File: src/sv/sha256_pkg.sv
// SHA-256 package: round constants, initial hash values, state machine type.
// Used by sha256_byte_stream_hasher and sha256_ram.
`default_nettype none
package sha256_pkg;
    localparam int BufDepth = 64;
    localparam int RamDepthDefault = 16;
    localparam int RamWidthDefault = 32;

    typedef enum logic [2:0] {
        ST_IDLE, ST_PAD, ST_LOAD, ST_ROUND, ST_FOLD, ST_OUT
    } state_t;

    function automatic logic [31:0] round_k(input logic [5:0] i);
        logic [31:0] k [64];
        k = '{
            32'h428a2f98, 32'h71374491, 32'hb5c0fbcf, 32'he9b5dba5,
            32'h3956c25b, 32'h59f111f1, 32'h923f82a4, 32'hab1c5ed5,
            32'hd807aa98, 32'h12835b01, 32'h243185be, 32'h550c7dc3,
            32'h72be5d74, 32'h80deb1fe, 32'h9bdc06a7, 32'hc19bf174,
            32'he49b69c1, 32'hefbe4786, 32'h0fc19dc6, 32'h240ca1cc,
            32'h2de92c6f, 32'h4a7484aa, 32'h5cb0a9dc, 32'h76f988da,
            32'h983e5152, 32'ha831c66d, 32'hb00327c8, 32'hbf597fc7,
            32'hc6e00bf3, 32'hd5a79147, 32'h06ca6351, 32'h14292967,
            32'h27b70a85, 32'h2e1b2138, 32'h4d2c6dfc, 32'h53380d13,
            32'h650a7354, 32'h766a0abb, 32'h81c2c92e, 32'h92722c85,
            32'ha2bfe8a1, 32'ha81a664b, 32'hc24b8b70, 32'hc76c51a3,
            32'hd192e819, 32'hd6990624, 32'hf40e3585, 32'h106aa070,
            32'h19a4c116, 32'h1e376c08, 32'h2748774c, 32'h34b0bcb5,
            32'h391c0cb3, 32'h4ed8aa4a, 32'h5b9cca4f, 32'h682e6ff3,
            32'h748f82ee, 32'h78a5636f, 32'h84c87814, 32'h8cc70208,
            32'h90befffa, 32'ha4506ceb, 32'hbef9a3f7, 32'hc67178f2};
        return k[i];
    endfunction

    function automatic logic [31:0] init_h(input logic [2:0] i);
        logic [31:0] h [8];
        h = '{32'h6a09e667, 32'hbb67ae85, 32'h3c6ef372, 32'ha54ff53a,
              32'h510e527f, 32'h9b05688c, 32'h1f83d9ab, 32'h5be0cd19};
        return h[i];
    endfunction

    function automatic logic [31:0] ror(input logic [31:0] x, input int n);
        return (x >> n) | (x << (32 - n));
    endfunction
endpackage
`default_nettype wire

File: src/sv/sha256_ram.sv
// Generic single-port-write, single-port-read RAM with registered read.
// Depends on sha256_pkg for default sizes.
`default_nettype none
module sha256_ram #(
    parameter int Width = sha256_pkg::RamWidthDefault,
    parameter int Depth = sha256_pkg::RamDepthDefault
) (
    input  wire logic                     aclk,
    input  wire logic                     we,
    input  wire logic [$clog2(Depth)-1:0] waddr,
    input  wire logic [Width-1:0]         wdata,
    input  wire logic [$clog2(Depth)-1:0] raddr,
    output logic      [Width-1:0]         rdata
);
    logic [Width-1:0] mem [Depth];

    always_ff @(posedge aclk) begin
        if (we) begin
            mem[waddr] <= wdata;
        end
        rdata <= mem[raddr];
    end
endmodule
`default_nettype wire

File: src/sv/sha256_byte_stream_hasher.sv
// Channel | fields (low bit first)                           | handshake
// s_      | tdata: msg_byte[7:0]; tuser: byte_present, finish | tvalid/tready
// m_      | tdata: digest_word[31:0]; tuser: word_index[2:0]; tlast: last_word
// A byte transfer lands in a 16x32 block RAM. The byte that fills a block holds s_tready
// low while the block is compressed: the schedule registers load from the RAM, 64 rounds
// run at one round a cycle, and a fold adds the result into the chaining words.
// Finish pads byte by byte (one or two compressions), then loads the output register
// and emits eight transfers.
// aresetn is synchronous; m_ stalls hold the output register and stop the block.
// Depends on sha256_pkg and sha256_ram.
`default_nettype none
module sha256_byte_stream_hasher (
    input  wire logic        aclk,
    input  wire logic        aresetn,
    input  wire logic        s_tvalid,
    output logic             s_tready,
    input  wire logic [7:0]  s_tdata,   // msg_byte
    input  wire logic [1:0]  s_tuser,   // byte_present, finish
    output logic             m_tvalid,
    input  wire logic        m_tready,
    output logic [31:0]      m_tdata,   // digest_word
    output logic [2:0]       m_tuser,   // word_index
    output logic             m_tlast
);
    sha256_pkg::state_t state_reg, state_next;

    logic [31:0] h_reg [8];
    logic [31:0] v_reg [8];
    logic [31:0] w_reg [16];
    logic [23:0] part_reg;
    logic [5:0]  fill_reg;
    logic [60:0] total_reg;
    logic [63:0] len_reg;
    logic        finish_reg;
    logic        mark_reg;
    logic        tail_reg;
    logic [6:0]  cnt_reg;
    logic [2:0]  oidx_reg;

    logic        we;
    logic [3:0]  waddr, raddr;
    logic [31:0] wdata, rdata;
    logic        put;
    logic [7:0]  put_byte;

    sha256_ram #(.Width(32), .Depth(16)) u_buf (
        .aclk(aclk), .we(we), .waddr(waddr), .wdata(wdata),
        .raddr(raddr), .rdata(rdata)
    );

    logic [31:0] s0, s1, wn, t1, t2, w_cur;
    always_comb begin
        s0 = sha256_pkg::ror(w_reg[1], 7) ^ sha256_pkg::ror(w_reg[1], 18) ^ (w_reg[1] >> 3);
        s1 = sha256_pkg::ror(w_reg[14], 17) ^ sha256_pkg::ror(w_reg[14], 19)
           ^ (w_reg[14] >> 10);
        wn = w_reg[0] + s0 + w_reg[9] + s1;
        w_cur = w_reg[0];
        t1 = v_reg[7] + (sha256_pkg::ror(v_reg[4], 6) ^ sha256_pkg::ror(v_reg[4], 11)
           ^ sha256_pkg::ror(v_reg[4], 25)) + ((v_reg[4] & v_reg[5]) ^ (~v_reg[4] & v_reg[6]))
           + sha256_pkg::round_k(cnt_reg[5:0]) + w_cur;
        t2 = (sha256_pkg::ror(v_reg[0], 2) ^ sha256_pkg::ror(v_reg[0], 13)
           ^ sha256_pkg::ror(v_reg[0], 22))
           + ((v_reg[0] & v_reg[1]) ^ (v_reg[0] & v_reg[2]) ^ (v_reg[1] & v_reg[2]));
    end

    always_comb begin
        state_next = state_reg;
        s_tready = (state_reg == sha256_pkg::ST_IDLE);
        put = 1'b0;
        put_byte = s_tdata;
        unique case (state_reg)
            sha256_pkg::ST_IDLE: begin
                if (s_tvalid) begin
                    put = s_tuser[0];
                    if (s_tuser[0] && fill_reg == 6'd63) begin
                        state_next = sha256_pkg::ST_LOAD;
                    end else if (s_tuser[1]) begin
                        state_next = sha256_pkg::ST_PAD;
                    end
                end
            end
            sha256_pkg::ST_PAD: begin
                put = 1'b1;
                if (!mark_reg) begin
                    put_byte = 8'h80;
                end else if (tail_reg) begin
                    put_byte = len_reg[8*(6'd63 - fill_reg) +: 8];
                end else begin
                    put_byte = 8'h00;
                end
                if (fill_reg == 6'd63) begin
                    state_next = sha256_pkg::ST_LOAD;
                end
            end
            sha256_pkg::ST_LOAD: begin
                if (cnt_reg == 7'd16) begin
                    state_next = sha256_pkg::ST_ROUND;
                end
            end
            sha256_pkg::ST_ROUND: begin
                if (cnt_reg == 7'd63) begin
                    state_next = sha256_pkg::ST_FOLD;
                end
            end
            sha256_pkg::ST_FOLD: begin
                if (!finish_reg) begin
                    state_next = sha256_pkg::ST_IDLE;
                end else if (tail_reg) begin
                    state_next = sha256_pkg::ST_OUT;
                end else begin
                    state_next = sha256_pkg::ST_PAD;
                end
            end
            sha256_pkg::ST_OUT: begin
                if (m_tvalid && m_tready && oidx_reg == 3'd7) begin
                    state_next = sha256_pkg::ST_IDLE;
                end
            end
            default: state_next = sha256_pkg::ST_IDLE;
        endcase
    end

    assign we = put && (fill_reg[1:0] == 2'd3);
    assign waddr = fill_reg[5:2];
    assign wdata = {part_reg, put_byte};
    assign raddr = cnt_reg[3:0];

    always_ff @(posedge aclk) begin
        if (!aresetn) begin
            state_reg <= sha256_pkg::ST_IDLE;
            fill_reg <= '0;
            total_reg <= '0;
            finish_reg <= 1'b0;
            mark_reg <= 1'b0;
            tail_reg <= 1'b0;
            cnt_reg <= '0;
            oidx_reg <= '0;
            len_reg <= '0;
            m_tvalid <= 1'b0;
            for (int i = 0; i < 8; i++) h_reg[i] <= sha256_pkg::init_h(3'(i));
        end else begin
            state_reg <= state_next;
            if (put) begin
                part_reg <= {part_reg[15:0], put_byte};
                fill_reg <= fill_reg + 6'd1;
            end
            unique case (state_reg)
                sha256_pkg::ST_IDLE: begin
                    cnt_reg <= '0;
                    if (s_tvalid) begin
                        finish_reg <= s_tuser[1];
                        len_reg <= {total_reg + 61'(s_tuser[0]), 3'b000};
                        total_reg <= total_reg + 61'(s_tuser[0]);
                    end
                end
                sha256_pkg::ST_PAD: begin
                    cnt_reg <= '0;
                    mark_reg <= 1'b1;
                    if (fill_reg == 6'd55) tail_reg <= 1'b1;
                end
                sha256_pkg::ST_LOAD: begin
                    cnt_reg <= (cnt_reg == 7'd16) ? 7'd0 : cnt_reg + 7'd1;
                    if (cnt_reg != 7'd0) begin
                        for (int i = 0; i < 15; i++) w_reg[i] <= w_reg[i+1];
                        w_reg[15] <= rdata;
                    end
                    for (int i = 0; i < 8; i++) v_reg[i] <= h_reg[i];
                end
                sha256_pkg::ST_ROUND: begin
                    cnt_reg <= cnt_reg + 7'd1;
                    for (int i = 0; i < 15; i++) w_reg[i] <= w_reg[i+1];
                    w_reg[15] <= (cnt_reg < 7'd48) ? wn : w_reg[0];
                    v_reg[7] <= v_reg[6]; v_reg[6] <= v_reg[5]; v_reg[5] <= v_reg[4];
                    v_reg[4] <= v_reg[3] + t1;
                    v_reg[3] <= v_reg[2]; v_reg[2] <= v_reg[1]; v_reg[1] <= v_reg[0];
                    v_reg[0] <= t1 + t2;
                end
                sha256_pkg::ST_FOLD: begin
                    cnt_reg <= '0;
                    for (int i = 0; i < 8; i++) h_reg[i] <= h_reg[i] + v_reg[i];
                    oidx_reg <= '0;
                end
                default: ;
            endcase
            if (state_reg == sha256_pkg::ST_OUT) begin
                if (!m_tvalid) begin
                    m_tvalid <= 1'b1;
                    m_tdata <= h_reg[oidx_reg];
                    m_tuser <= oidx_reg;
                    m_tlast <= (oidx_reg == 3'd7);
                end else if (m_tready) begin
                    if (oidx_reg == 3'd7) begin
                        m_tvalid <= 1'b0;
                        for (int i = 0; i < 8; i++) h_reg[i] <= sha256_pkg::init_h(3'(i));
                        fill_reg <= '0;
                        total_reg <= '0;
                        finish_reg <= 1'b0;
                        mark_reg <= 1'b0;
                        tail_reg <= 1'b0;
                    end else begin
                        oidx_reg <= oidx_reg + 3'd1;
                        m_tdata <= h_reg[oidx_reg + 3'd1];
                        m_tuser <= oidx_reg + 3'd1;
                        m_tlast <= (oidx_reg == 3'd6);
                    end
                end
            end
        end
    end

    a_ready_idle: assert property (@(posedge aclk) disable iff (!aresetn)
        s_tready |-> state_reg == sha256_pkg::ST_IDLE) else $error("ready outside idle");
    a_out_only: assert property (@(posedge aclk) disable iff (!aresetn)
        m_tvalid |-> state_reg == sha256_pkg::ST_OUT) else $error("output outside out");
    a_last: assert property (@(posedge aclk) disable iff (!aresetn)
        m_tvalid |-> (m_tlast == (m_tuser == 3'd7))) else $error("last flag mismatch");
    a_round_len: assert property (@(posedge aclk) disable iff (!aresetn)
        state_reg == sha256_pkg::ST_ROUND && cnt_reg == 7'd63 |=>
        state_reg == sha256_pkg::ST_FOLD) else $error("round count");
endmodule
`default_nettype wire

File: config.mk
export PLATFORM = sky130hd
export DESIGN_NAME = sha256_byte_stream_hasher
export DESIGN_NICKNAME = d
export VERILOG_FILES = /design/src/sv/sha256_pkg.sv /design/src/sv/sha256_ram.sv /design/src/sv/sha256_byte_stream_hasher.sv
export SDC_FILE = /design/constraint.sdc
export NUM_CORES = 2
export LEC_CHECK = 0
export ABC_AREA = 1
export BUFFER_PORTS_ARGS = -buffer_cell sky130_fd_sc_hd__buf_2
export CAP_MARGIN = 0
export CELL_PAD_IN_SITES_DETAIL_PLACEMENT = 1
export CELL_PAD_IN_SITES_GLOBAL_PLACEMENT = 1
export CORE_MARGIN = 2
export CORE_UTILIZATION = 46
export DETAILED_ROUTE_END_ITERATION = 7
export HOLD_SLACK_MARGIN = 0.06
export PLACE_DENSITY = 0.83
export SLEW_MARGIN = 20
export SYNTH_ARGS = -nofsm -noshare
export SYNTH_HDL_FRONTEND = slang
export SYNTH_SLANG_ARGS = --single-unit
File: constraint.sdc
create_clock -name aclk -period 14.25 [get_ports aclk]
set_input_delay 1.425 -clock aclk [delete_from_list [all_inputs] [get_ports aclk]]
set_output_delay 1.425 -clock aclk [all_outputs]
set_load 0.1 [all_outputs]
* Word-level counts from Yosys, hierarchy flattened
Memories as Yosys holds them, arrays and structs flattened. A register that Yosys moved wholly into a read port is not among the register bits.
Index checks and enable logic that the tools add are counted.
** Storage, ports and cells
- Memories kept :: 5
- Output and inout bits :: 38
- Latch bits :: 0
- Input bits :: 14
- Flip-flop bits (word level) :: 205
- Memory bits (read-only) :: 2048
- Memory bits (writable) :: 1536
- Word-level logic and storage cells :: 273
** Cells by class
- Reductions and logical operators :: 12
- $mul :: 0
- Bitwise logic cells :: 68
- Mux-type cells :: 128
- Equality and inequality tests :: 20
- Order comparisons :: 2
- Shift-type cells :: 1
- Div/mod/pow operators :: 0
- $add $sub $neg :: 23
** Memories
- (no name shown) :: depth 64, bits a word 32, read ports 1, clocked after Yosys merged registers in 0, write ports 0, line sha256_pkg.sv:32 : return k[i];
- u_buf.mem :: depth 16, bits a word 32, read ports 1, clocked after Yosys merged registers in 1, write ports 1, line sha256_ram.sv:15 : logic [Width-1:0] mem [Depth];
- w_reg :: depth 16, bits a word 32, read ports 16, clocked after Yosys merged registers in 0, write ports 16, line sha256_byte_stream_hasher.sv:29 : logic [31:0] w_reg [16];
- h_reg :: depth 8, bits a word 32, read ports 10, clocked after Yosys merged registers in 1, write ports 8, line sha256_byte_stream_hasher.sv:27 : logic [31:0] h_reg [8];
- v_reg :: depth 8, bits a word 32, read ports 8, clocked after Yosys merged registers in 0, write ports 8, line sha256_byte_stream_hasher.sv:28 : logic [31:0] v_reg [8];
** Operators by type and width (number)
- $mux 32 :: 46
- $add 32x32->32 :: 18
- $mux 61 :: 6
- $xor 32x32->32 :: 9
- $and 32x32->32 :: 5
- $shiftx 64x33->8 :: 1
- $add 61x1->61 :: 1
- $mux 3 :: 18
- $mux 1 :: 46
- $or 1x1->1 :: 40
- $not 32->32 :: 1
- $or 10x32->32 :: 1
- $or 13x32->32 :: 1
- $or 14x32->32 :: 1
- $or 15x32->32 :: 1
- $or 19x32->32 :: 1
- $or 21x32->32 :: 1
- $or 25x32->32 :: 1
- $or 26x32->32 :: 1
- $or 30x32->32 :: 1
- $or 7x32->32 :: 1
- $xor 32x22->32 :: 1
- $xor 32x29->32 :: 1
- $mux 6 :: 5
- 30 further kinds :: 46

* Depth between registers and ports, before layout
An unclocked memory read counts as a cell.
- Word-level depth :: 10
- Mapped depth :: 46
- Gate-level depth less buffers :: 45

* By module
A second synthesis with hierarchy kept.
** Second synthesis, totals
- Cell total of the unflattened synthesis :: 11872
- Area total of the unflattened synthesis :: 103524.3 um^2
** By module, submodules not included
- sha256_byte_stream_hasher :: area each 80793.7 um^2, instances 1, sequential area each 34172.8 um^2, cells each 9752
- sha256_ram :: area each 22730.6 um^2, instances 1, sequential area each 16015.4 um^2, cells each 2120

* Least setup slack after synthesis
No wires, ideal clock.
- Path type :: input port to flip-flop
- From :: input aresetn
- To :: memory v_reg[0][0], enable pin
- Setup time :: 0.959 ns
- Data required time :: 13.291 ns
- Arrival time :: 14.234 ns
- Path slack :: -0.943 ns
- Path buffers :: 2
- Stages on the path :: 4
- Cell sequence :: inv_1 > clkbuf_1 > clkbuf_1 > a21oi_1
** RTL lines
- start, declared :: line sha256_byte_stream_hasher.sv:14 : input wire logic aresetn,
- end, declared :: line sha256_byte_stream_hasher.sv:28

==> summary.txt <==
Synthesis
  – #FFs+latches synth: roughly 1800
  – Top post-synthesis cells by area: edfxtp_1, nand2_1, dfxtp_1, o21ai_0, ha_1
  – Synth Area per Inst: roughly 9 um^2
  – Post-synthesis sequential area ratio: 50.0%
  – Unique masters post-synth: 76
  – Synth warnings: 0
  – Mapped Area: approximately 100000 um^2
  – Synth Area in Simple Gates: 15.4%
  – Top_reg_cell synth: edfxtp_1
  – Mux share of post-synthesis cell area: less than 1%
  – Main combinational cell family by area after synthesis: compound AO/OA/AOI/OAI gates
  – Number of synthesized flops with an enable pin: 1468
  – Synth Area in Compound Gates: ~16%
  – Synth area leader: edfxtp_1
  – Synth Area in Adders: ~9%
  – Cells after synthesis: ~11000
  – Top cell type's share of synthesized area: between 40% and 50%
  – Fraction of registers with async set/reset: 0%
  – Synthesized Nets: roughly 11000
  – XOR/XNOR Fraction of Synth Area: around 3.5%

Timing
  – Achievable frequency: a little over 0.1 GHz
  – RSZ-0062 raised after global routing: no
  – Slew HR: about 5.7%
  – Setup TNS Final: 0 ns
  – Period utilization: between 60 and 70%
  – Final hold vios: 0
  – Endpoints failing setup: 0
  – Slew of the pin with the lowest slew margin: between 1 and 1.5 ns
  – Fin crit period: approximately 9.8 ns
  – Max-slew violations: 0
  – Clk_skew: roughly 0.084 ns

GRT
  – Grt ovf: 0
  – M2 GR Usage: around three fifths
  – Antenna violations before repair: 35
  – GRT met1 Usage: a little over half
  – Busiest layer in global routing: met2
  – Largest net degree at the start of global routing: about 210
  – M3 GR Usage: under 10%
  – Gr usage total: between 30% and 40%
  – Vias in the first global route: just under 90000
  – Global-route wire length before repair: 628 mm

Route
  – Routed vias: ~87000
  – DR DRC count: 0
  – DRT Wirelength: around 440 mm
  – Via density: about 6.3
  – WL/cell: around 32 um
  – DR pass1 iterations: 6
  – Starting DRT DRC Count: 10300
  – Antenna Nets Post-Route: 0

Finish
  – Commonest non-fill, non-tap cells in the layout: nand2_1, edfxtp_1, inv_1
  – Nets: around 11000
  – Most common cell after layout, fill and taps aside: nand2_1
  – Layout area overhead: 9.72%
  – Share of layout cells above drive strength 1: approximately 5.6%

Floorplan
  – Die Wd: approximately 470 um
  – Core region area: 217000 um^2
  – Starting Density: 46.3%
  – IO Count: 52
  – Die Height: 471 um
  – Die Outline Area: around 220000 um^2
  – Row Count: 171

Clock network
  – Cts bufs inserted: about 200
  – Clk buf depth: 3
  – Worst skew pair latency: about 0.92 ns
  – CTS tree: yes
  – Clk sinks: 1773
  – Clock-pin slew on the worst setup and hold paths: about 0.060 ns
  – Root Driver: clkbuf_16
  – Post-cts sizing count: 0
  – Setup Buffers After CTS: 0
  – Clock H-tree levels: 4
  – Hold-fix buffers, CTS: 0

Placement
  – RePlAce Congestion: 1.06
  – Dpl hpwl: around 330 mm
  – IO Port Bufs: approximately 50

Run
  – Max-Cap Viols: 0

Critical path
  – CP arrival: 10.35 ns
  – Maximum net fanout on the critical path: 18
  – CP required: roughly 15 ns
  – Worst Path Class, Setup: reg2reg
  – CP max stage delay: between 0.8 and 0.9 ns
  – Crit path max-delay cell type: dfxtp_1
  – Setup crit start kind: flip-flop
  – Endpoint type of the worst setup path: flip-flop
  – R2r worst-path depth: 42

Worst hold path
  – Min-Delay Path Class: reg2reg
  – Hold depth: 0

Status
  – Status: completed
Yosys cell counts (120+ instances only):
| master | instances |
|---|---|
| nor2_1 | 814 |
| ha_1 | 396 |
| nand3_1 | 444 |
| nand4_1 | 121 |
| inv_1 | 1149 |
| nand2_1 | 2020 |
| nor3_1 | 120 |
| clkbuf_1 | 284 |
| a21oi_1 | 964 |
| edfxtp_1 | 1468 |
| xnor2_1 | 173 |
| fa_1 | 195 |
| xor2_1 | 229 |
| dfxtp_1 | 305 |
| o21ai_0 | 1123 |
worst max-delay path: cells and delay by family, from the launching register on:
kind                     cells  cell delay, ns
AND/OR/NAND/NOR             17            2.26
flip-flops                   1            0.88
XOR/XNOR                     1            0.25
adder cells (fa/ha/maj)      8            3.29
buffers and inverters        9            1.11
AO/OA/AOI/OAI                7            1.63
area by class of cell:
cell class	instances	area [um^2]
inverter	1175	4430
multi-input combinational	7501	44300
antenna	18	45.0
timing repair buffer	158	1110
clock inverter	117	1360
fill	24600	107000
sequential	1773	50200
tap	2854	3570
clock buffer	241	5130
cell families (layout without fill, tap and decap cells):
family / after synthesis / count (layout)
and+or+nand+nor: 3675 / 3675
muxes: 9 / 9
adders and majority gates: 593 / 593
AOI/OAI and AO/OA: 2822 / 2822
other: 0 / 18
buffers and inverters: 1594 / 1691
DFF: 1773 / 1773
xor gates and xnor gates: 402 / 402
path summary, 6_finish.rpt:
check,start,endpoint,slack (ns)
worst max-delay path,cnt_reg[1]$_SDFFE_PN0P_,v_reg[0][31]$_DFFE_PP_,4.48
worst min register to register,w_reg[0][433]$_DFFE_PP_,w_reg[0][401]$_DFFE_PP_,0.38
worst max register to register,cnt_reg[1]$_SDFFE_PN0P_,v_reg[0][31]$_DFFE_PP_,4.48
worst min-delay path,w_reg[0][433]$_DFFE_PP_,w_reg[0][401]$_DFFE_PP_,0.38
through the flow:
step | utilization (%) | setup WS (ns) | std cells | hold WS [ns] | area (um^2)
2_1_floorplan | - | 0.00982 | 10900 | 0.400 | 100000
3_3_place_gp | 47.7 | 4.78 | 13500 | 0.400 | 104000
3_5_place_dp | 47.7 | 4.69 | 13500 | 0.405 | 104000
4_1_cts | 50.7 | 4.57 | 13800 | 0.361 | 110000
5_1_grt | 50.7 | 3.82 | 13800 | 0.392 | 110000
6_report | 50.8 | 4.48 | 13800 | 0.379 | 110000
routing by layer:
layer	part of all wire (%)	wire [um]	vias up
li1	-	-	37600
met1	40	179000	43600
met2	43	192000	4668
met3	9.7	43100	1139
met4	6.6	29300	12
met5	0.016	72	-
Power is left out: the tool's default activity adds up to more than one toggle a clock period on the data nets, which glitch-free logic cannot reach.
